### src/sv/tgp_pkg.sv
// Package for the teleinformation group parser.
// Holds the character codes, the beat class type, the queue item type and the label table.
// Depends on nothing; every other file of the block uses it.
`default_nettype none

package tgp_pkg;

   localparam logic [7:0] CHR_ETX  = 8'h03;
   localparam logic [7:0] CHR_TAB  = 8'h09;
   localparam logic [7:0] CHR_LF   = 8'h0A;
   localparam logic [7:0] CHR_CR   = 8'h0D;
   localparam logic [7:0] CHR_ZERO = 8'h30;
   localparam logic [7:0] CHR_NINE = 8'h39;

   localparam logic [5:0] SUM_BIAS   = 6'd18;
   localparam logic [7:0] CHECK_BASE = 8'd32;

   localparam logic       KIND_GROUP     = 1'b0;
   localparam logic       KIND_FRAME_END = 1'b1;

   localparam logic [1:0] TAB_MAX      = 2'd3;
   localparam logic [1:0] TAB_VALUE    = 2'd1;
   localparam logic [1:0] TAB_CHECK    = 2'd2;
   localparam logic [3:0] LABEL_LEN_MAX = 4'd15;
   localparam logic [3:0] LABEL_NONE    = 4'd0;

   localparam int QUEUE_DEPTH = 2;

   localparam int NUM_LABELS  = 9;
   localparam int MAX_LABEL   = 11;
   localparam int EXACT_LABEL = 2;

   localparam logic [3:0] LABEL_LEN [NUM_LABELS] = '{
      4'd4, 4'd4, 4'd6, 4'd6, 4'd4, 4'd5, 4'd5, 4'd4, 4'd11
   };

   // The last entry is the eleven-byte lowercase tariff-name label.
   localparam logic [7:0] LABEL_TXT [NUM_LABELS][MAX_LABEL] = '{
      '{8'h45, 8'h41, 8'h53, 8'h54, 8'h00, 8'h00, 8'h00, 8'h00, 8'h00, 8'h00, 8'h00},
      '{8'h45, 8'h41, 8'h49, 8'h54, 8'h00, 8'h00, 8'h00, 8'h00, 8'h00, 8'h00, 8'h00},
      '{8'h53, 8'h49, 8'h4E, 8'h53, 8'h54, 8'h53, 8'h00, 8'h00, 8'h00, 8'h00, 8'h00},
      '{8'h53, 8'h49, 8'h4E, 8'h53, 8'h54, 8'h49, 8'h00, 8'h00, 8'h00, 8'h00, 8'h00},
      '{8'h44, 8'h41, 8'h54, 8'h45, 8'h00, 8'h00, 8'h00, 8'h00, 8'h00, 8'h00, 8'h00},
      '{8'h55, 8'h52, 8'h4D, 8'h53, 8'h31, 8'h00, 8'h00, 8'h00, 8'h00, 8'h00, 8'h00},
      '{8'h49, 8'h52, 8'h4D, 8'h53, 8'h31, 8'h00, 8'h00, 8'h00, 8'h00, 8'h00, 8'h00},
      '{8'h53, 8'h54, 8'h47, 8'h45, 8'h00, 8'h00, 8'h00, 8'h00, 8'h00, 8'h00, 8'h00},
      '{8'h6C, 8'h69, 8'h6E, 8'h6B, 8'h79, 8'h5F, 8'h6C, 8'h74, 8'h61, 8'h72, 8'h66}
   };

   typedef enum logic [2:0] {
      CLS_OTHER,
      CLS_TAB,
      CLS_LF,
      CLS_CR,
      CLS_ETX
   } byte_class_type;

   typedef struct packed {
      byte_class_type cls;
      logic [7:0]     data;
   } item_type;

   function automatic logic [7:0] label_char(input logic [3:0] idx, input logic [3:0] pos);
      logic [7:0] c;
      c = 8'h00;
      if (idx < 4'(NUM_LABELS) && pos < 4'(MAX_LABEL)) begin
         c = LABEL_TXT[idx][pos];
      end
      return c;
   endfunction

endpackage

`default_nettype wire

### src/sv/tic_group_parser_core.sv
// Top level of the teleinformation group parser.
// Instantiates the front end, the beat queue and the back end.
// Depends on tgp_pkg, tgp_front, tgp_queue and tgp_back.
`default_nettype none

// Takes one received teleinformation character per beat and reports each
// completed group on CR (label, leading decimal value, check result, tab
// count) and each frame end on ETX. It accepts one beat every cycle while
// full is low; the rate is set by the back end, which updates the group
// state once per beat. After the CR or ETX beat is accepted, its result
// passes through the classifying register, the two-entry beat queue and
// the result register. When a result is not taken, the back end stops
// only at the next ETX or group-closing CR, and the input goes full once
// the queue and the classifying register are occupied.
module tic_group_parser_core #(
   parameter int NUMBER_WIDTH = 32
) (
   input  wire logic                    clock,
   input  wire logic                    reset,
   input  wire logic [7:0]              req_rx_byte,
   input  wire logic                    push,
   output logic                         full,
   output logic                         rsp_kind,
   output logic [3:0]                   rsp_label_id,
   output logic [NUMBER_WIDTH-1:0]      rsp_number,
   output logic                         rsp_number_overflow,
   output logic                         rsp_check_ok,
   output logic [1:0]                   rsp_tab_seen,
   output logic                         empty,
   input  wire logic                    pop
);

   tgp_pkg::item_type front_item;
   tgp_pkg::item_type back_item;
   logic              q_push;
   logic              q_full;
   logic              q_pop;
   logic              q_empty;

   tgp_front u_front (
      .clock   (clock),
      .reset   (reset),
      .push    (push),
      .full    (full),
      .rx_byte (req_rx_byte),
      .q_item  (front_item),
      .q_push  (q_push),
      .q_full  (q_full)
   );

   tgp_queue #(
      .DEPTH (tgp_pkg::QUEUE_DEPTH)
   ) u_queue (
      .clock   (clock),
      .reset   (reset),
      .wr_en   (q_push),
      .wr_item (front_item),
      .full    (q_full),
      .rd_en   (q_pop),
      .rd_item (back_item),
      .empty   (q_empty)
   );

   tgp_back #(
      .NUMBER_WIDTH (NUMBER_WIDTH)
   ) u_back (
      .clock               (clock),
      .reset               (reset),
      .q_item              (back_item),
      .q_empty             (q_empty),
      .q_pop               (q_pop),
      .empty               (empty),
      .pop                 (pop),
      .rsp_kind            (rsp_kind),
      .rsp_label_id        (rsp_label_id),
      .rsp_number          (rsp_number),
      .rsp_number_overflow (rsp_number_overflow),
      .rsp_check_ok        (rsp_check_ok),
      .rsp_tab_seen        (rsp_tab_seen)
   );

endmodule

`default_nettype wire

### src/sv/tgp_front.sv
// Front end of the teleinformation group parser: takes beats and classifies them.
// Holds one classified beat and hands it to the decoupling queue.
// Depends on tgp_pkg.
`default_nettype none

module tgp_front (
   input  wire logic              clock,
   input  wire logic              reset,
   input  wire logic              push,
   output logic                   full,
   input  wire logic [7:0]        rx_byte,
   output tgp_pkg::item_type      q_item,
   output logic                   q_push,
   input  wire logic              q_full
);

   logic                   stage_valid_ff;
   logic                   stage_valid_in;
   tgp_pkg::item_type      stage_item_ff;
   tgp_pkg::byte_class_type cls;
   logic                   take;

   always_comb begin
      unique case (rx_byte)
         tgp_pkg::CHR_ETX: cls = tgp_pkg::CLS_ETX;
         tgp_pkg::CHR_LF:  cls = tgp_pkg::CLS_LF;
         tgp_pkg::CHR_CR:  cls = tgp_pkg::CLS_CR;
         tgp_pkg::CHR_TAB: cls = tgp_pkg::CLS_TAB;
         default:          cls = tgp_pkg::CLS_OTHER;
      endcase
   end

   assign q_push = stage_valid_ff && !q_full;
   assign full   = stage_valid_ff && q_full;
   assign take   = push && !full;
   assign q_item = stage_item_ff;

   always_comb begin
      stage_valid_in = stage_valid_ff;
      if (take) begin
         stage_valid_in = 1'b1;
      end else if (q_push) begin
         stage_valid_in = 1'b0;
      end
   end

   always_ff @(posedge clock) begin
      if (reset) begin
         stage_valid_ff <= 1'b0;
      end else begin
         stage_valid_ff <= stage_valid_in;
      end
   end

   always_ff @(posedge clock) begin
      if (take) begin
         stage_item_ff.cls  <= cls;
         stage_item_ff.data <= rx_byte;
      end
   end

endmodule

`default_nettype wire

### src/sv/tgp_queue.sv
// Short queue of classified beats between the front end and the back end.
// Register-based, read from the head combinationally.
// Depends on tgp_pkg.
`default_nettype none

module tgp_queue #(
   parameter int DEPTH = 2
) (
   input  wire logic              clock,
   input  wire logic              reset,
   input  wire logic              wr_en,
   input  wire tgp_pkg::item_type wr_item,
   output logic                   full,
   input  wire logic              rd_en,
   output tgp_pkg::item_type      rd_item,
   output logic                   empty
);

   localparam int PTR_W = (DEPTH > 1) ? $clog2(DEPTH) : 1;
   localparam int CNT_W = $clog2(DEPTH + 1);

   tgp_pkg::item_type  slot_ff [DEPTH];
   logic [PTR_W-1:0]   wr_ptr_ff;
   logic [PTR_W-1:0]   wr_ptr_in;
   logic [PTR_W-1:0]   rd_ptr_ff;
   logic [PTR_W-1:0]   rd_ptr_in;
   logic [CNT_W-1:0]   count_ff;
   logic [CNT_W-1:0]   count_in;
   logic               do_wr;
   logic               do_rd;

   assign full    = (count_ff == CNT_W'(DEPTH));
   assign empty   = (count_ff == '0);
   assign do_wr   = wr_en && !full;
   assign do_rd   = rd_en && !empty;
   assign rd_item = slot_ff[rd_ptr_ff];

   always_comb begin
      wr_ptr_in = wr_ptr_ff;
      rd_ptr_in = rd_ptr_ff;
      count_in  = count_ff;
      if (do_wr) begin
         wr_ptr_in = (wr_ptr_ff == PTR_W'(DEPTH - 1)) ? '0 : wr_ptr_ff + 1'b1;
      end
      if (do_rd) begin
         rd_ptr_in = (rd_ptr_ff == PTR_W'(DEPTH - 1)) ? '0 : rd_ptr_ff + 1'b1;
      end
      if (do_wr && !do_rd) begin
         count_in = count_ff + 1'b1;
      end else if (do_rd && !do_wr) begin
         count_in = count_ff - 1'b1;
      end
   end

   always_ff @(posedge clock) begin
      if (reset) begin
         wr_ptr_ff <= '0;
         rd_ptr_ff <= '0;
         count_ff  <= '0;
      end else begin
         wr_ptr_ff <= wr_ptr_in;
         rd_ptr_ff <= rd_ptr_in;
         count_ff  <= count_in;
      end
   end

   always_ff @(posedge clock) begin
      if (do_wr) begin
         slot_ff[wr_ptr_ff] <= wr_item;
      end
   end

   a_count_bounded: assert property (@(posedge clock) disable iff (reset)
      count_ff <= CNT_W'(DEPTH))
      else $error("beat queue count beyond its depth");

endmodule

`default_nettype wire

### src/sv/tgp_back.sv
// Back end of the teleinformation group parser: group state, label match, value and check.
// One classified beat per cycle, stalled by an untaken result; holds the result register.
// Depends on tgp_pkg.
`default_nettype none

module tgp_back #(
   parameter int NUMBER_WIDTH = 32
) (
   input  wire logic                     clock,
   input  wire logic                     reset,
   input  wire tgp_pkg::item_type        q_item,
   input  wire logic                     q_empty,
   output logic                          q_pop,
   output logic                          empty,
   input  wire logic                     pop,
   output logic                          rsp_kind,
   output logic [3:0]                    rsp_label_id,
   output logic [NUMBER_WIDTH-1:0]       rsp_number,
   output logic                          rsp_number_overflow,
   output logic                          rsp_check_ok,
   output logic [1:0]                    rsp_tab_seen
);

   localparam int WIDE_W = NUMBER_WIDTH + 4;
   localparam int NL     = tgp_pkg::NUM_LABELS;

   logic                    in_group_ff, in_group_in;
   logic [1:0]              tab_count_ff, tab_count_in;
   logic [3:0]              label_length_ff, label_length_in;
   logic [NL-1:0]           label_alive_ff, label_alive_in;
   logic [NUMBER_WIDTH-1:0] value_accum_ff, value_accum_in;
   logic                    value_stopped_ff, value_stopped_in;
   logic                    value_saturated_ff, value_saturated_in;
   logic [5:0]              running_sum_ff, running_sum_in;
   logic [7:0]              check_char_ff, check_char_in;
   logic                    check_seen_ff, check_seen_in;

   logic                    out_valid_ff, out_valid_in;
   logic                    out_kind_ff;
   logic [3:0]              out_label_ff;
   logic [NUMBER_WIDTH-1:0] out_number_ff;
   logic                    out_overflow_ff;
   logic                    out_check_ff;
   logic [1:0]              out_tabs_ff;

   logic                    emits;
   logic                    fire;
   logic                    load_group;
   logic                    load_end;
   logic [7:0]              b;
   logic                    is_digit;
   logic [3:0]              digit;
   logic [WIDE_W-1:0]       scaled;
   logic                    too_big;
   logic [NL-1:0]           alive_next;
   logic [3:0]              match_id;
   logic [5:0]              sum_folded;
   logic [7:0]              want;

   assign b       = q_item.data;
   assign emits   = (q_item.cls == tgp_pkg::CLS_ETX) ||
                    (q_item.cls == tgp_pkg::CLS_CR && in_group_ff);
   assign fire    = !q_empty && (!emits || !out_valid_ff || pop);
   assign q_pop   = fire;
   assign load_end   = fire && (q_item.cls == tgp_pkg::CLS_ETX);
   assign load_group = fire && (q_item.cls == tgp_pkg::CLS_CR) && in_group_ff;

   assign is_digit = (b >= tgp_pkg::CHR_ZERO) && (b <= tgp_pkg::CHR_NINE);
   assign digit    = 4'(b - tgp_pkg::CHR_ZERO);
   assign scaled   = (WIDE_W'(value_accum_ff) << 3) + (WIDE_W'(value_accum_ff) << 1)
                   + WIDE_W'(digit);
   assign too_big  = |scaled[WIDE_W-1:NUMBER_WIDTH];

   always_comb begin
      alive_next = label_alive_ff;
      for (int i = 0; i < NL; i++) begin
         if (label_length_ff < tgp_pkg::LABEL_LEN[i]) begin
            if (b != tgp_pkg::label_char(4'(i), label_length_ff)) begin
               alive_next[i] = 1'b0;
            end
         end else if (i == tgp_pkg::EXACT_LABEL) begin
            alive_next[i] = 1'b0;
         end
      end
   end

   always_comb begin
      match_id = tgp_pkg::LABEL_NONE;
      for (int i = NL - 1; i >= 0; i--) begin
         if (label_alive_ff[i] && label_length_ff >= tgp_pkg::LABEL_LEN[i]) begin
            match_id = 4'(i + 1);
         end
      end
   end

   assign sum_folded = running_sum_ff + tgp_pkg::SUM_BIAS;
   assign want       = {2'b00, sum_folded} + tgp_pkg::CHECK_BASE;

   always_comb begin
      in_group_in        = in_group_ff;
      tab_count_in       = tab_count_ff;
      label_length_in    = label_length_ff;
      label_alive_in     = label_alive_ff;
      value_accum_in     = value_accum_ff;
      value_stopped_in   = value_stopped_ff;
      value_saturated_in = value_saturated_ff;
      running_sum_in     = running_sum_ff;
      check_char_in      = check_char_ff;
      check_seen_in      = check_seen_ff;
      if (fire) begin
         priority if (q_item.cls == tgp_pkg::CLS_ETX) begin
            in_group_in = 1'b0;
         end else if (q_item.cls == tgp_pkg::CLS_LF) begin
            in_group_in        = 1'b1;
            tab_count_in       = '0;
            label_length_in    = '0;
            label_alive_in     = '1;
            value_accum_in     = '0;
            value_stopped_in   = 1'b0;
            value_saturated_in = 1'b0;
            running_sum_in     = '0;
            check_char_in      = '0;
            check_seen_in      = 1'b0;
         end else if (!in_group_ff) begin
            in_group_in = 1'b0;
         end else if (q_item.cls == tgp_pkg::CLS_CR) begin
            in_group_in = 1'b0;
         end else begin
            if (tab_count_ff == tgp_pkg::TAB_CHECK && !check_seen_ff) begin
               check_char_in = b;
               check_seen_in = 1'b1;
            end
            if (q_item.cls == tgp_pkg::CLS_TAB) begin
               if (tab_count_ff != tgp_pkg::TAB_MAX) begin
                  tab_count_in = tab_count_ff + 1'b1;
               end
            end else begin
               if (tab_count_ff == '0) begin
                  label_alive_in = alive_next;
                  if (label_length_ff != tgp_pkg::LABEL_LEN_MAX) begin
                     label_length_in = label_length_ff + 1'b1;
                  end
               end else if (tab_count_ff == tgp_pkg::TAB_VALUE && !value_stopped_ff) begin
                  if (!is_digit) begin
                     value_stopped_in = 1'b1;
                  end else if (value_saturated_ff || too_big) begin
                     value_accum_in     = '1;
                     value_saturated_in = 1'b1;
                  end else begin
                     value_accum_in = scaled[NUMBER_WIDTH-1:0];
                  end
               end
               if (tab_count_ff <= tgp_pkg::TAB_VALUE) begin
                  running_sum_in = running_sum_ff + b[5:0];
               end
            end
         end
      end
   end

   always_comb begin
      out_valid_in = out_valid_ff;
      if (load_end || load_group) begin
         out_valid_in = 1'b1;
      end else if (pop) begin
         out_valid_in = 1'b0;
      end
   end

   always_ff @(posedge clock) begin
      if (reset) begin
         in_group_ff        <= 1'b0;
         tab_count_ff       <= '0;
         label_length_ff    <= '0;
         label_alive_ff     <= '1;
         value_accum_ff     <= '0;
         value_stopped_ff   <= 1'b0;
         value_saturated_ff <= 1'b0;
         running_sum_ff     <= '0;
         check_char_ff      <= '0;
         check_seen_ff      <= 1'b0;
         out_valid_ff       <= 1'b0;
      end else begin
         in_group_ff        <= in_group_in;
         tab_count_ff       <= tab_count_in;
         label_length_ff    <= label_length_in;
         label_alive_ff     <= label_alive_in;
         value_accum_ff     <= value_accum_in;
         value_stopped_ff   <= value_stopped_in;
         value_saturated_ff <= value_saturated_in;
         running_sum_ff     <= running_sum_in;
         check_char_ff      <= check_char_in;
         check_seen_ff      <= check_seen_in;
         out_valid_ff       <= out_valid_in;
      end
   end

   always_ff @(posedge clock) begin
      if (load_end) begin
         out_kind_ff     <= tgp_pkg::KIND_FRAME_END;
         out_label_ff    <= tgp_pkg::LABEL_NONE;
         out_number_ff   <= '0;
         out_overflow_ff <= 1'b0;
         out_check_ff    <= 1'b0;
         out_tabs_ff     <= '0;
      end else if (load_group) begin
         out_kind_ff     <= tgp_pkg::KIND_GROUP;
         out_label_ff    <= match_id;
         out_number_ff   <= value_accum_ff;
         out_overflow_ff <= value_saturated_ff;
         out_check_ff    <= check_seen_ff && (check_char_ff == want);
         out_tabs_ff     <= tab_count_ff;
      end
   end

   assign empty               = !out_valid_ff;
   assign rsp_kind            = out_kind_ff;
   assign rsp_label_id        = out_label_ff;
   assign rsp_number          = out_number_ff;
   assign rsp_number_overflow = out_overflow_ff;
   assign rsp_check_ok        = out_check_ff;
   assign rsp_tab_seen        = out_tabs_ff;

   a_end_closes_group: assert property (@(posedge clock) disable iff (reset)
      load_end |=> !in_group_ff)
      else $error("group still open after frame end");

   a_sat_is_max: assert property (@(posedge clock) disable iff (reset)
      value_saturated_ff |-> (value_accum_ff == '1))
      else $error("saturated value is not all ones");

   a_end_fields_clear: assert property (@(posedge clock) disable iff (reset)
      (out_valid_ff && out_kind_ff == tgp_pkg::KIND_FRAME_END) |->
      (out_label_ff == tgp_pkg::LABEL_NONE && out_number_ff == '0 && out_tabs_ff == '0))
      else $error("frame-end result carries group fields");

   a_no_overwrite: assert property (@(posedge clock) disable iff (reset)
      (out_valid_ff && !pop) |-> !(load_end || load_group))
      else $error("result register overwritten before it was taken");

endmodule

`default_nettype wire

### config.mk
export PLATFORM = sky130hd
export DESIGN_NAME = tic_group_parser_core
export DESIGN_NICKNAME = d
export VERILOG_FILES = /design/src/sv/tgp_pkg.sv /design/src/sv/tic_group_parser_core.sv /design/src/sv/tgp_front.sv /design/src/sv/tgp_queue.sv /design/src/sv/tgp_back.sv
export SDC_FILE = /design/constraint.sdc
export NUM_CORES = 1
export LEC_CHECK = 0
export ABC_AREA = 1
export BUFFER_PORTS_ARGS = -buffer_cell sky130_fd_sc_hd__buf_2
export CAP_MARGIN = 5
export CORE_ASPECT_RATIO = 0.7
export CORE_MARGIN = 2
export CORE_UTILIZATION = 54
export CTS_CLUSTER_SIZE = 12
export DETAILED_ROUTE_END_ITERATION = 10
export PLACE_DENSITY = 0.82
export SLEW_MARGIN = 20
export SYNTH_ARGS = -nofsm -noshare
export SYNTH_HDL_FRONTEND = slang
export SYNTH_HIERARCHICAL = 1
export SYNTH_SLANG_ARGS = --single-unit
### constraint.sdc
create_clock -name clock -period 5.02 [get_ports clock]
set_input_delay 1.004 -clock clock [delete_from_list [all_inputs] [get_ports clock]]
set_output_delay 1.004 -clock clock [all_outputs]
set_load 0.02 [all_outputs]
==> metrics.md, run 1 <==
| Metric | Value |
|---|---|
| Final setup viols | `0` |
| RSZ-0062 raised after global routing | `no` |
| Sequential area share after synthesis | `0.335` |
| CP max FO | `33` |
| GRT Total Usage | `0.278` |
| Placement Rows | `40` |
| Post-CTS Hold Fix Bufs | `0` |
| Worst Setup Path Type | `reg2reg` |
| Avg Inst Size Synth | `7.24 sq um` |
| Number of fillers in the final layout | `1,497` |
| Multi-input gate area | `5530 sq um` |
| DR pass1 iterations | `5` |
| DRC | `0` |
| Starting Density | `0.559` |
| Xor/xnor cell area share of the yosys netlist | `0.0469` |
| Layout Nets | `1,483` |
| Placed Instances | `1,596` |
| Core box area | `17,400 sq um` |
| IO Pins | `55` |
| Reg area | `3250 sq um` |
| Synth Register Bits | `146` |
| Min cycle time layout | `4.07 ns` |
| CTS tree | `built` |
| Drt via density | `5.40` |
| HP Class | `reg2reg` |
| Clk_lat worst skew | `0.43 ns` |
| Setup ws final | `0.949 ns` |
| Worst slew margin | `0.279` |
| Post_cts resized | `0` |
| Compound-Gate Fraction of Synth Area | `0.124` |
| Most frequent cells in the layout | `nand2_1, inv_1, dfxtp_1` |
| Post-synth ARST share | `0` |
| Wire length per cell | `15.4 microns` |
| Layout Area Growth over Synthesis | `10.3%` |
| Layout cell share with drive strength beyond 1 | `0.100` |
| I/O Buffers | `54` |
| Post-Layout Cell Count | `1,628` |
| Final Hold Vio Count | `0` |
| Peak VDD IR | `0.000234 V` |
| Mux share of post-synthesis cell area | `0.0128` |
| EDFF count, synth | `33` |
| Post-CTS setup repair buffer count | `0` |
| Tightest Pin Transition | `1.08 ns` |
| CP Capture Type | `flip-flop` |
| ANT cells | `0` |
| Slew Viols, Final | `0` |
| Largest net degree at the start of global routing | `58` |
| Reg2reg setup slack | `0.95 ns` |
| Post-Synth Adder-Cell Area | `0.115` |
| Clock Skew | `0.0103 ns` |
| MaxCap Viol Count | `0` |
| Yosys cell types | `54` |
| Vias in the first global route | `7,974` |
| Total clock buffers created by CTS | `17` |
| Initial antenna violation count | `0` |
| Routed Antenna Nets | `0` |
| Post-synthesis simple-gate area fraction | `0.272` |
| Pwr Density | `319 nW/um^2` |
| Mapped Area | `9700 sq um` |
| Worst endpoint required time | `5.31 ns` |
| Synthesis Warnings | `6` |
| Most used DFF post-synth | `dfxtp_1` |
| Clock Tree Buf Depth | `2` |
| Fmax | `246 MHz` |
| HPWL Detailed | `18,100 microns` |
| Setup TNS | `0 ns` |
| Arrival @ worst endpoint | `4.36 ns` |
| Post-synthesis cell count | `1,341` |
| Die height | `116 microns` |
| Most common cell after layout, fill and taps aside | `nand2_1` |
| Routability cong. | `0.976` |
| Clock tree sinks | `146` |
| Clock transition at the registers of the reported paths | `0.07 ns` |
| Initial drt markers | `981` |
| Total grt overflow | `0` |
| Clock root buffer | `clkbuf_16` |
| Die ar. | `19,100 sq um` |
| Htree depth | `4` |
| Combinational family with the most area after synthesis | `simple AND/OR/NAND/NOR gates` |
| LEAKAGE | `5.51 nW` |
| Routed vias | `8,792` |
| Syn nets | `1,440` |
| Outcome | `complete, no violations` |
| Crit path launch type | `flip-flop` |
| Hold slack | `0.445 ns` |
| Final worst-path cycle share | `0.811` |
| First-pass GRT wire length | `41,600 microns` |
| DP Worst Slack | `0.979 ns` |
| Final WL | `25,100 microns` |
| Die W | `164 microns` |
[flip-flops by register name (all words and copies together), names as in the netlist, 2 cells and up, named ones only]
name	count
u_back/check_char_ff	8
u_back/label_alive_ff	9
u_back/label_length_ff	4
u_back/rsp_label_id	4
u_back/rsp_number	32
u_back/rsp_tab_seen	2
u_back/running_sum_ff	6
u_back/tab_count_ff	2
u_back/value_accum_ff	32
u_front/q_item	11
u_queue/count_ff	2
u_queue/slot_ff	22
[cells in the mapped netlist, types with 3 or more instances]
library cell / instances / area share
nand2_1: 413 / 0.16
clkinv_1: 5 / 0.0019
clkbuf_1: 9 / 0.0035
xor2_1: 33 / 0.030
o21ai_1: 8 / 0.0041
nor2_1: 84 / 0.032
nor3_1: 10 / 0.0052
edfxtp_1: 33 / 0.10
nor2_4: 4 / 0.0046
inv_1: 178 / 0.069
a22o_1: 33 / 0.030
or2_2: 3 / 0.0019
inv_2: 10 / 0.0039
buf_4: 10 / 0.0077
ha_1: 84 / 0.11
nor2_2: 7 / 0.0045
a211oi_1: 6 / 0.0046
fa_1: 3 / 0.0062
o21bai_1: 3 / 0.0023
a31oi_1: 4 / 0.0026
nand3b_1: 3 / 0.0023
buf_2: 9 / 0.0046
dfxtp_1: 113 / 0.23
o21ai_0: 22 / 0.011
nor4_1: 3 / 0.0019
xnor2_1: 19 / 0.017
nand3_1: 75 / 0.039
mux2_2: 11 / 0.013
a21oi_1: 98 / 0.051
o21ai_2: 3 / 0.0027
buf_6: 3 / 0.0035
nand4_1: 8 / 0.0052
nand2_2: 3 / 0.0019
[kinds of logic (layout without fill, tap and decap cells)]
| kind of cell | after synthesis | count (layout) |
|---|---|---|
| simple gates | 624 | 624 |
| mux | 11 | 11 |
| compound gates | 194 | 194 |
| flops | 146 | 146 |
| fa+ha+maj | 87 | 87 |
| xor+xnor | 52 | 52 |
| buf+inv | 227 | 283 |
[power breakdown]
group | internal, W | total [W] | switching, W | leakage, nW
logic | 0.000245 | 0.000778 | 0.000533 | 3.99
clock network | 0.000675 | 0.00130 | 0.000621 | 0.293
registers | 0.00128 | 0.00134 | 0.0000530 | 1.22
total | 0.00220 | 0.00341 | 0.00121 | 5.51
[per-stage QoR]
step / util / total power, W / cell area [sq um]
finish: 0.616 / 0.00341 / 10700
global route: 0.616 / 0.00358 / 10700
CTS: 0.616 / 0.00341 / 10700
detailed placement: 0.581 / 0.00212 / 10100
global placement: 0.581 / 0.00210 / 10100
floorplan: - / 0.00193 / 9700
[metal layers]
| layer | vias up | share of wire | track usage |
|---|---|---|---|
| li1 | 4428 | - | - |
| met1 | 4000 | 0.51 | 0.435 |
| met2 | 344 | 0.39 | 0.387 |
| met3 | 20 | 0.093 | 0.0639 |
| met4 | 0 | 0.0080 | 0.0538 |
| met5 | - | 0 | 0 |
[final cells by class]
cell class | instances | area share
timing repair buffer | 57 | 0.0273
tap | 231 | 0.0270
clock buffer | 17 | 0.0397
sequential | 146 | 0.304
multi-input combinational | 968 | 0.516
inverter | 194 | 0.0683
clock inverter | 15 | 0.0173
[worst max-delay path, cell delays in order (launching register included)]
cell,delay (ns)
dfxtp_1,0.31
buf_4,0.19
mux2_2,0.45
fa_1,0.58
inv_1,0.06
fa_1,0.46
inv_1,0.07
nand2_1,0.04
nand2_1,0.09
nand3_1,0.07
nand2_1,0.11
nand2_1,0.06
nand2_1,0.12
nand2_1,0.09
nand3_1,0.07
nand2_1,0.08
nor2_4,0.69
nand3_1,0.17
nand2_1,0.13
a21oi_1,0.08
[path summary, 6_finish.rpt]
kind | startpoint | to | cells past startpoint
setup / recovery | flip-flop | u_back/value_accum_ff[6]$_SDFFE_PP0P_ | 19
hold / removal | u_front/q_item[7]$_DFFE_PP_ | u_queue/slot_ff[1][7]$_DFFE_PP_ | 0
setup reg to reg | flip-flop | u_back/value_accum_ff[6]$_SDFFE_PP0P_ | 19
hold reg to reg | u_front/q_item[7]$_DFFE_PP_ | u_queue/slot_ff[1][7]$_DFFE_PP_ | 0
(Power assumes the default switching activity.)
==> inputs of run 2 (changes only) <==
clock period = 4.07 ns   (was 5.02 ns; I/O delays follow)
==> metrics.md, run 2 (synthesis results as in run 1) <==
| Metric | Value |
|---|---|
| Placement Rows | `40 (unchanged)` |
| Largest net degree at the start of global routing | `57 (-1.7%)` |
| Worst Setup Path Type | `reg2reg` |
| Clk_lat worst skew | `0.43 ns (about the same)` |
| Final WL | `25,700 microns (+2.3%)` |
| Routed Antenna Nets | `0 (unchanged)` |
| HP Class | `reg2reg` |
| Die height | `116 microns (unchanged)` |
| I/O Buffers | `54 (unchanged)` |
| Clock Skew | `0.00836 ns (-0.00191 ns)` |
| Arrival @ worst endpoint | `4.02 ns (-0.34 ns)` |
| Peak VDD IR | `0.000329 V (+41%)` |
| Clock transition at the registers of the reported paths | `0.07 ns (about the same)` |
| CP max FO | `25 (-24%)` |
| Wire length per cell | `15.7 microns (+1.8%)` |
| Drt via density | `5.50 (+1.8%)` |
| Worst Hold Path EP | `u_back/label_alive_ff[0]$_SDFFE_PP1P_` |
| Pwr Density | `391 nW/um^2 (+23%)` |
| Worst slew margin | `0.350 (+0.0708)` |
| Total clock buffers created by CTS | `17 (unchanged)` |
| Routability cong. | `0.986 (+1.0%)` |
| FF-to-FF path depth | `19 (unchanged)` |
| Final setup viols | `0 (unchanged)` |
| Power Total | `0.00423 W (+24%)` |
| Crit path launch type | `flip-flop` |
| Final Util | `0.622 (+0.00562)` |
| HPWL Detailed | `18,400 microns (+1.8%)` |
| Outcome | `complete, no violations` |
| Tightest Pin Transition | `0.971 ns (-0.107 ns)` |
| GRT busiest layer | `met1` |
| Initial drt markers | `1,085 (+11%)` |
| Htree depth | `4 (unchanged)` |
| Reg2reg setup slack | `0.34 ns (-0.61 ns)` |
| DR pass1 iterations | `6 (+1)` |
| RSZ-0062 raised after global routing | `no` |
| Clock Tree Buf Depth | `2 (unchanged)` |
| Placed Instances | `1,605 (+0.56%)` |
| Clock tree sinks | `146 (unchanged)` |
| Layout Nets | `1,492 (+0.61%)` |
| Worst endpoint required time | `4.36 ns (-0.95 ns)` |
| Die W | `164 microns (unchanged)` |
| Post-Layout Cell Count | `1,637 (+0.55%)` |
| First-pass GRT wire length | `42,300 microns (+1.6%)` |
| Total grt overflow | `0 (unchanged)` |
| Fmax | `268 MHz (+9.1%)` |
| Vias in the first global route | `8,221 (+3.1%)` |
| Post-CTS Hold Fix Bufs | `0 (unchanged)` |
| Routed vias | `9,002 (+2.4%)` |
| DRC | `0 (unchanged)` |
| Most frequent cells in the layout | `nand2_1, inv_1, dfxtp_1` |
| IO Pins | `55 (unchanged)` |
| Post_cts resized | `0 (unchanged)` |
| Min cycle time layout | `3.73 ns (-0.340 ns)` |
| LEAKAGE | `5.56 nW (+0.93%)` |
| Slew Viols, Final | `0 (unchanged)` |
| Starting Density | `0.559 (unchanged)` |
| MaxCap Viol Count | `0 (unchanged)` |
| GR Util met1 | `0.429 (-0.00528)` |
| Final worst-path cycle share | `0.917 (+0.106)` |
| Clock root buffer | `clkbuf_16` |
| ANT cells | `0 (unchanged)` |
| Setup TNS | `0 ns (unchanged)` |
| Post-CTS setup repair buffer count | `0 (unchanged)` |
| Start point of the worst hold path | `u_back/label_alive_ff[0]$_SDFFE_PP1P_` |
| RR Endpoint | `u_back/value_accum_ff[3]$_SDFFE_PP0P_` |
| Layout cell share with drive strength beyond 1 | `0.106 (+0.00576)` |
| Initial antenna violation count | `0 (unchanged)` |
| Number of fillers in the final layout | `1,526 (+1.9%)` |
| Die ar. | `19,100 sq um (unchanged)` |
| Core box area | `17,400 sq um (unchanged)` |
| Layout Area Growth over Synthesis | `11.3%` |
| Hold path cells | `2 (+2)` |
| Met2 usage in global routing | `0.402 (+0.0153)` |
| CP Capture Type | `flip-flop` |
| Hold slack | `0.449 ns (+0.00403 ns)` |
| Final Hold Vio Count | `0 (unchanged)` |
| CTS tree | `built` |
| M3 GR Usage | `0.0664 (+0.00249)` |
| GRT Total Usage | `0.283 (+0.00507)` |
| Most common cell after layout, fill and taps aside | `nand2_1` |
## run 2: layout make-up
class | count | area, sq um | area share
clock buffer | 17 | 425 | 0.0394
timing repair buffer | 66 | 385 | 0.0357
clock inverter | 15 | 190 | 0.0176
multi-input combinational | 968 | 5530 | 0.512
sequential | 146 | 3250 | 0.301
inverter | 194 | 731 | 0.0676
tap | 231 | 289 | 0.0268
## run 2: report_power, final
group / internal (W) / switching, W
registers: 0.00158 / 0.0000698
logic: 0.000312 / 0.000660
clock network: 0.000834 / 0.000767
## run 2: worst max-delay path, stage by stage, from the launching register on
cell	delay (ns)
dfxtp_1	0.51
mux2_2	0.43
fa_1	0.57
inv_1	0.06
fa_1	0.45
inv_1	0.07
nand2_1	0.04
nand2_1	0.10
nand3_1	0.07
nand2_1	0.12
nand2_1	0.06
nand2_1	0.11
nand2_1	0.09
nand3_1	0.07
nand2_1	0.09
nor2_4	0.24
buf_12	0.23
nand3_1	0.12
nand2_1	0.08
a21oi_1	0.06
## run 2: worst max-delay path by stage
stage	start	endpoint	slack, ns	depth (start not counted)
2_1_floorplan	flip-flop	u_back/value_accum_ff[0]$_SDFFE_PP0P_	0.81	20
3_3_place_gp	flip-flop	u_back/value_accum_ff[2]$_SDFFE_PP0P_	0.52	19
3_5_place_dp	flip-flop	u_back/value_accum_ff[0]$_SDFFE_PP0P_	0.41	19
4_1_cts	flip-flop	u_back/value_accum_ff[3]$_SDFFE_PP0P_	0.38	19
5_1_grt	flip-flop	u_back/value_accum_ff[0]$_SDFFE_PP0P_	0.07	19
6_report	flip-flop	u_back/value_accum_ff[3]$_SDFFE_PP0P_	0.34	19
## run 2: per-stage QoR
step,setup WS (ns),cell area (sq um)
global route,0.0740,10800
global placement,0.519,10200
finish,0.340,10800
CTS,0.377,10800
floorplan,0.813,9700
detailed placement,0.409,10200
## run 2: per-layer routing
layer | part of all wire | vias to the layer above
met4 | 0.012 | 0
met1 | 0.49 | 4133
met3 | 0.096 | 32
li1 | - | 4449
met5 | 0 | -
met2 | 0.40 | 388
==> inputs of run 3 (changes only) <==
ABC_AREA = unset   (was 1)
==> metrics.md, run 3 <==
| Metric | Value |
|---|---|
| Clock root buffer | `clkbuf_16` |
| Placement Rows | `39 (-2.5%)` |
| Die W | `159 microns (-3.1%)` |
| CP dominant cell by count | `ha_1` |
| Sequential area share after synthesis | `0.358 (+0.0225)` |
| Initial drt markers | `830 (-24%)` |
| GRT Total Usage | `0.263 (-0.0202)` |
| Reg area | `3250 sq um (about the same)` |
| Main area contributors after synthesis | `dfxtp_1, ha_1, edfxtp_1` |
| Core box area | `16,400 sq um (-5.6%)` |
| Die height | `113 microns (-3.1%)` |
| Clock Tree Buf Depth | `2 (unchanged)` |
| Routed vias | `7,973 (-11%)` |
| Clock transition at the registers of the reported paths | `0.07 ns (about the same)` |
| Multi-input gate area | `5470 sq um (-1.1%)` |
| Largest net degree at the start of global routing | `39 (-32%)` |
| Die ar. | `17,900 sq um (-6.1%)` |
| Layout cell share with drive strength beyond 1 | `0.130 (+0.0240)` |
| HP Class | `reg2reg` |
| Final WL | `23,400 microns (-8.8%)` |
| Wire length per cell | `18.0 microns (+15%)` |
| Synth top cells by count | `dfxtp_1, a21oi_1, nand2_1, ha_1, o21ai_0` |
| Crit-path cells | `buf_6, mux2_2, ha_1, ha_1, inv_1, fa_2, nor2b_2, o31a_1, o311a_1, a21bo_1, mux2i_1, or4b_1, nand4_2, and2_1, buf_4, a221o_1` |
| Fmax | `253 MHz (-5.4%)` |
| Worst slew margin | `0.290 (-0.0603)` |
| Worst endpoint required time | `4.43 ns (+0.07 ns)` |
| Number of fillers in the final layout | `1,389 (-9.0%)` |
| Arrival @ worst endpoint | `4.31 ns (+0.29 ns)` |
| DR pass1 iterations | `9 (+3)` |
| Crit path launch type | `flip-flop` |
| Crit-path max cell delay | `0.49 ns (-0.08 ns)` |
| Most common cell after layout, fill and taps aside | `dfxtp_1` |
| ANT cells | `0 (unchanged)` |
| CTS tree | `built` |
| Cell taking the most area after synthesis | `dfxtp_1` |
| Synthesis Warnings | `6 (unchanged)` |
| HPWL Detailed | `16,900 microns (-8.0%)` |
| Final worst-path cycle share | `0.969 (+0.0528)` |
| Setup TNS | `0 ns (unchanged)` |
| I/O Buffers | `54 (unchanged)` |
| Mapped Area | `9090 sq um (-6.3%)` |
| Final setup viols | `0 (unchanged)` |
| First-pass GRT wire length | `38,000 microns (-10%)` |
| Final Hold Vio Count | `0 (unchanged)` |
| Most used DFF post-synth | `dfxtp_1` |
| Htree depth | `4 (unchanged)` |
| Peak VDD IR | `0.000306 V (-7.0%)` |
| Clock Skew | `0.00780 ns (-0.000560 ns)` |
| Outcome | `complete, no violations` |
| IO Pins | `55 (unchanged)` |
| Avg Inst Size Synth | `8.82 sq um (+22%)` |
| Area fraction of the dominant cell type after synthesis | `0.249 (+0.0157)` |
| Total grt overflow | `0 (unchanged)` |
| Post-synthesis cell count | `1,031 (-23%)` |
| Routability cong. | `0.933 (-5.4%)` |
| Slew Viols, Final | `0 (unchanged)` |
| Vias in the first global route | `7,348 (-11%)` |
| EDFF count, synth | `33 (unchanged)` |
| Yosys cell types | `77 (+43%)` |
| Drt via density | `6.12 (+11%)` |
| CP Buf/Inv Count | `3 (unchanged)` |
| DRC | `0 (unchanged)` |
| Slowest CP cell | `or4b_1` |
| Post-CTS Hold Fix Bufs | `0 (unchanged)` |
| Layout Nets | `1,163 (-22%)` |
| Syn nets | `1,130 (-22%)` |
| Post-synth ARST share | `0 (unchanged)` |
| Pwr Density | `410 nW/um^2 (+4.9%)` |
| Dpl cell area | `9550 sq um (-6.3%)` |
| MaxCap Viol Count | `0 (unchanged)` |
| Worst Setup Path Type | `reg2reg` |
| Tightest Pin Transition | `1.06 ns (+0.0892 ns)` |
| LEAKAGE | `4.43 nW (-20%)` |
| Final Cell Area | `10,200 sq um (-5.4%)` |
| Clock tree sinks | `146 (unchanged)` |
| Most common cell in the netlist | `dfxtp_1` |
| Min cycle time layout | `3.95 ns (+0.215 ns)` |
| CP Capture Type | `flip-flop` |
| Clk_lat worst skew | `0.42 ns (about the same)` |
| Total clock buffers created by CTS | `17 (unchanged)` |
| Layout Area Growth over Synthesis | `12.4%` |
| CP max FO | `9 (-64%)` |
| Routed Antenna Nets | `0 (unchanged)` |
| Initial antenna violation count | `0 (unchanged)` |
| Synth Register Bits | `146 (unchanged)` |
| Most frequent cells in the layout | `dfxtp_1, a21oi_1, nand2_1` |
| Starting Density | `0.555 (-0.00415)` |
| Worst path top cell family by delay | `compound AO/OA/AOI/OAI gates` |
| Final Util | `0.623 (+0.00112)` |
==> run 3: changes by cell type after synthesis, moves of 19 or more <==
cell and delta:
a221o_1 +19, clkbuf_1 +42, inv_1 -148, nand2_1 -316, nand3_1 -46, o21ai_0 +51
xnor2_1 +22
==> run 3: cells by family after synthesis <==
kind of cell / share of synthesized area
AO/OA/AOI/OAI: 0.240
XOR/XNOR: 0.0663
adder cells (fa/ha/maj): 0.122
buffers and inverters: 0.0424
flip-flops: 0.358
multiplexers: 0.0191
AND/OR/NAND/NOR: 0.152
==> run 3: repair_timing <==
| action | 4_1_cts | 5_1_grt |
|---|---|---|
| setup endpoints to repair | 10 | 27 |
| gates resized for setup | 0 | 5 |
| setup buffers | 1 | 2 |
| pin swaps | 1 | 2 |
==> run 3: layout make-up <==
cell class / count / share of cell area
Clock buffer: 17 / 0.0416
Clock inverter: 15 / 0.0203
Inverter: 31 / 0.0114
Multi-Input combinational cell: 789 / 0.535
Sequential cell: 146 / 0.319
Tap cell: 225 / 0.0276
Timing Repair Buffer: 79 / 0.0452
==> run 3: report_power, final <==
| part | internal, W | switching [W] | total [W] | leakage [nW] |
|---|---|---|---|---|
| Combinational | 0.000341 | 0.000578 | 0.000919 | 2.90 |
| Clock | 0.000898 | 0.000730 | 0.00163 | 0.309 |
| Sequential | 0.00158 | 0.0000642 | 0.00164 | 1.22 |
| Total | 0.00282 | 0.00137 | 0.00419 | 4.43 |
==> run 3: stage by stage <==
| step | std cells | setup slack [ns] | total power (W) | hold WS, ns |
|---|---|---|---|---|
| after floorplan | 1031 | 0.162 | 0.00234 | 0.421 |
| after global placement | 1267 | 0.194 | 0.00253 | 0.426 |
| after detailed placement | 1267 | 0.0604 | 0.00256 | 0.429 |
| after CTS | 1300 | 0.136 | 0.00419 | 0.446 |
| after global routing | 1302 | -0.0285 | 0.00438 | 0.472 |
| final | 1302 | 0.125 | 0.00419 | 0.445 |
==> run 3: routing by layer <==
layer,vias up,global-route usage,part of all wire
li1,3842,-,-
met1,3713,0.403,0.49
met2,382,0.376,0.41
met3,36,0.0503,0.093
met4,0,0.0709,0.013
met5,-,0,0
==> run 3: path summary, 6_finish.rpt <==
kind / from / depth (start not counted) / slack, ns / to
hold reg to reg: u_front/q_item[6]$_DFFE_PP_ / 0 / 0.44 / u_queue/slot_ff[0][6]$_DFFE_PP_
hold / removal: u_front/q_item[6]$_DFFE_PP_ / 0 / 0.44 / u_queue/slot_ff[0][6]$_DFFE_PP_
setup / recovery: flip-flop / 16 / 0.12 / u_back/value_accum_ff[6]$_SDFFE_PP0P_
setup reg to reg: flip-flop / 16 / 0.12 / u_back/value_accum_ff[6]$_SDFFE_PP0P_
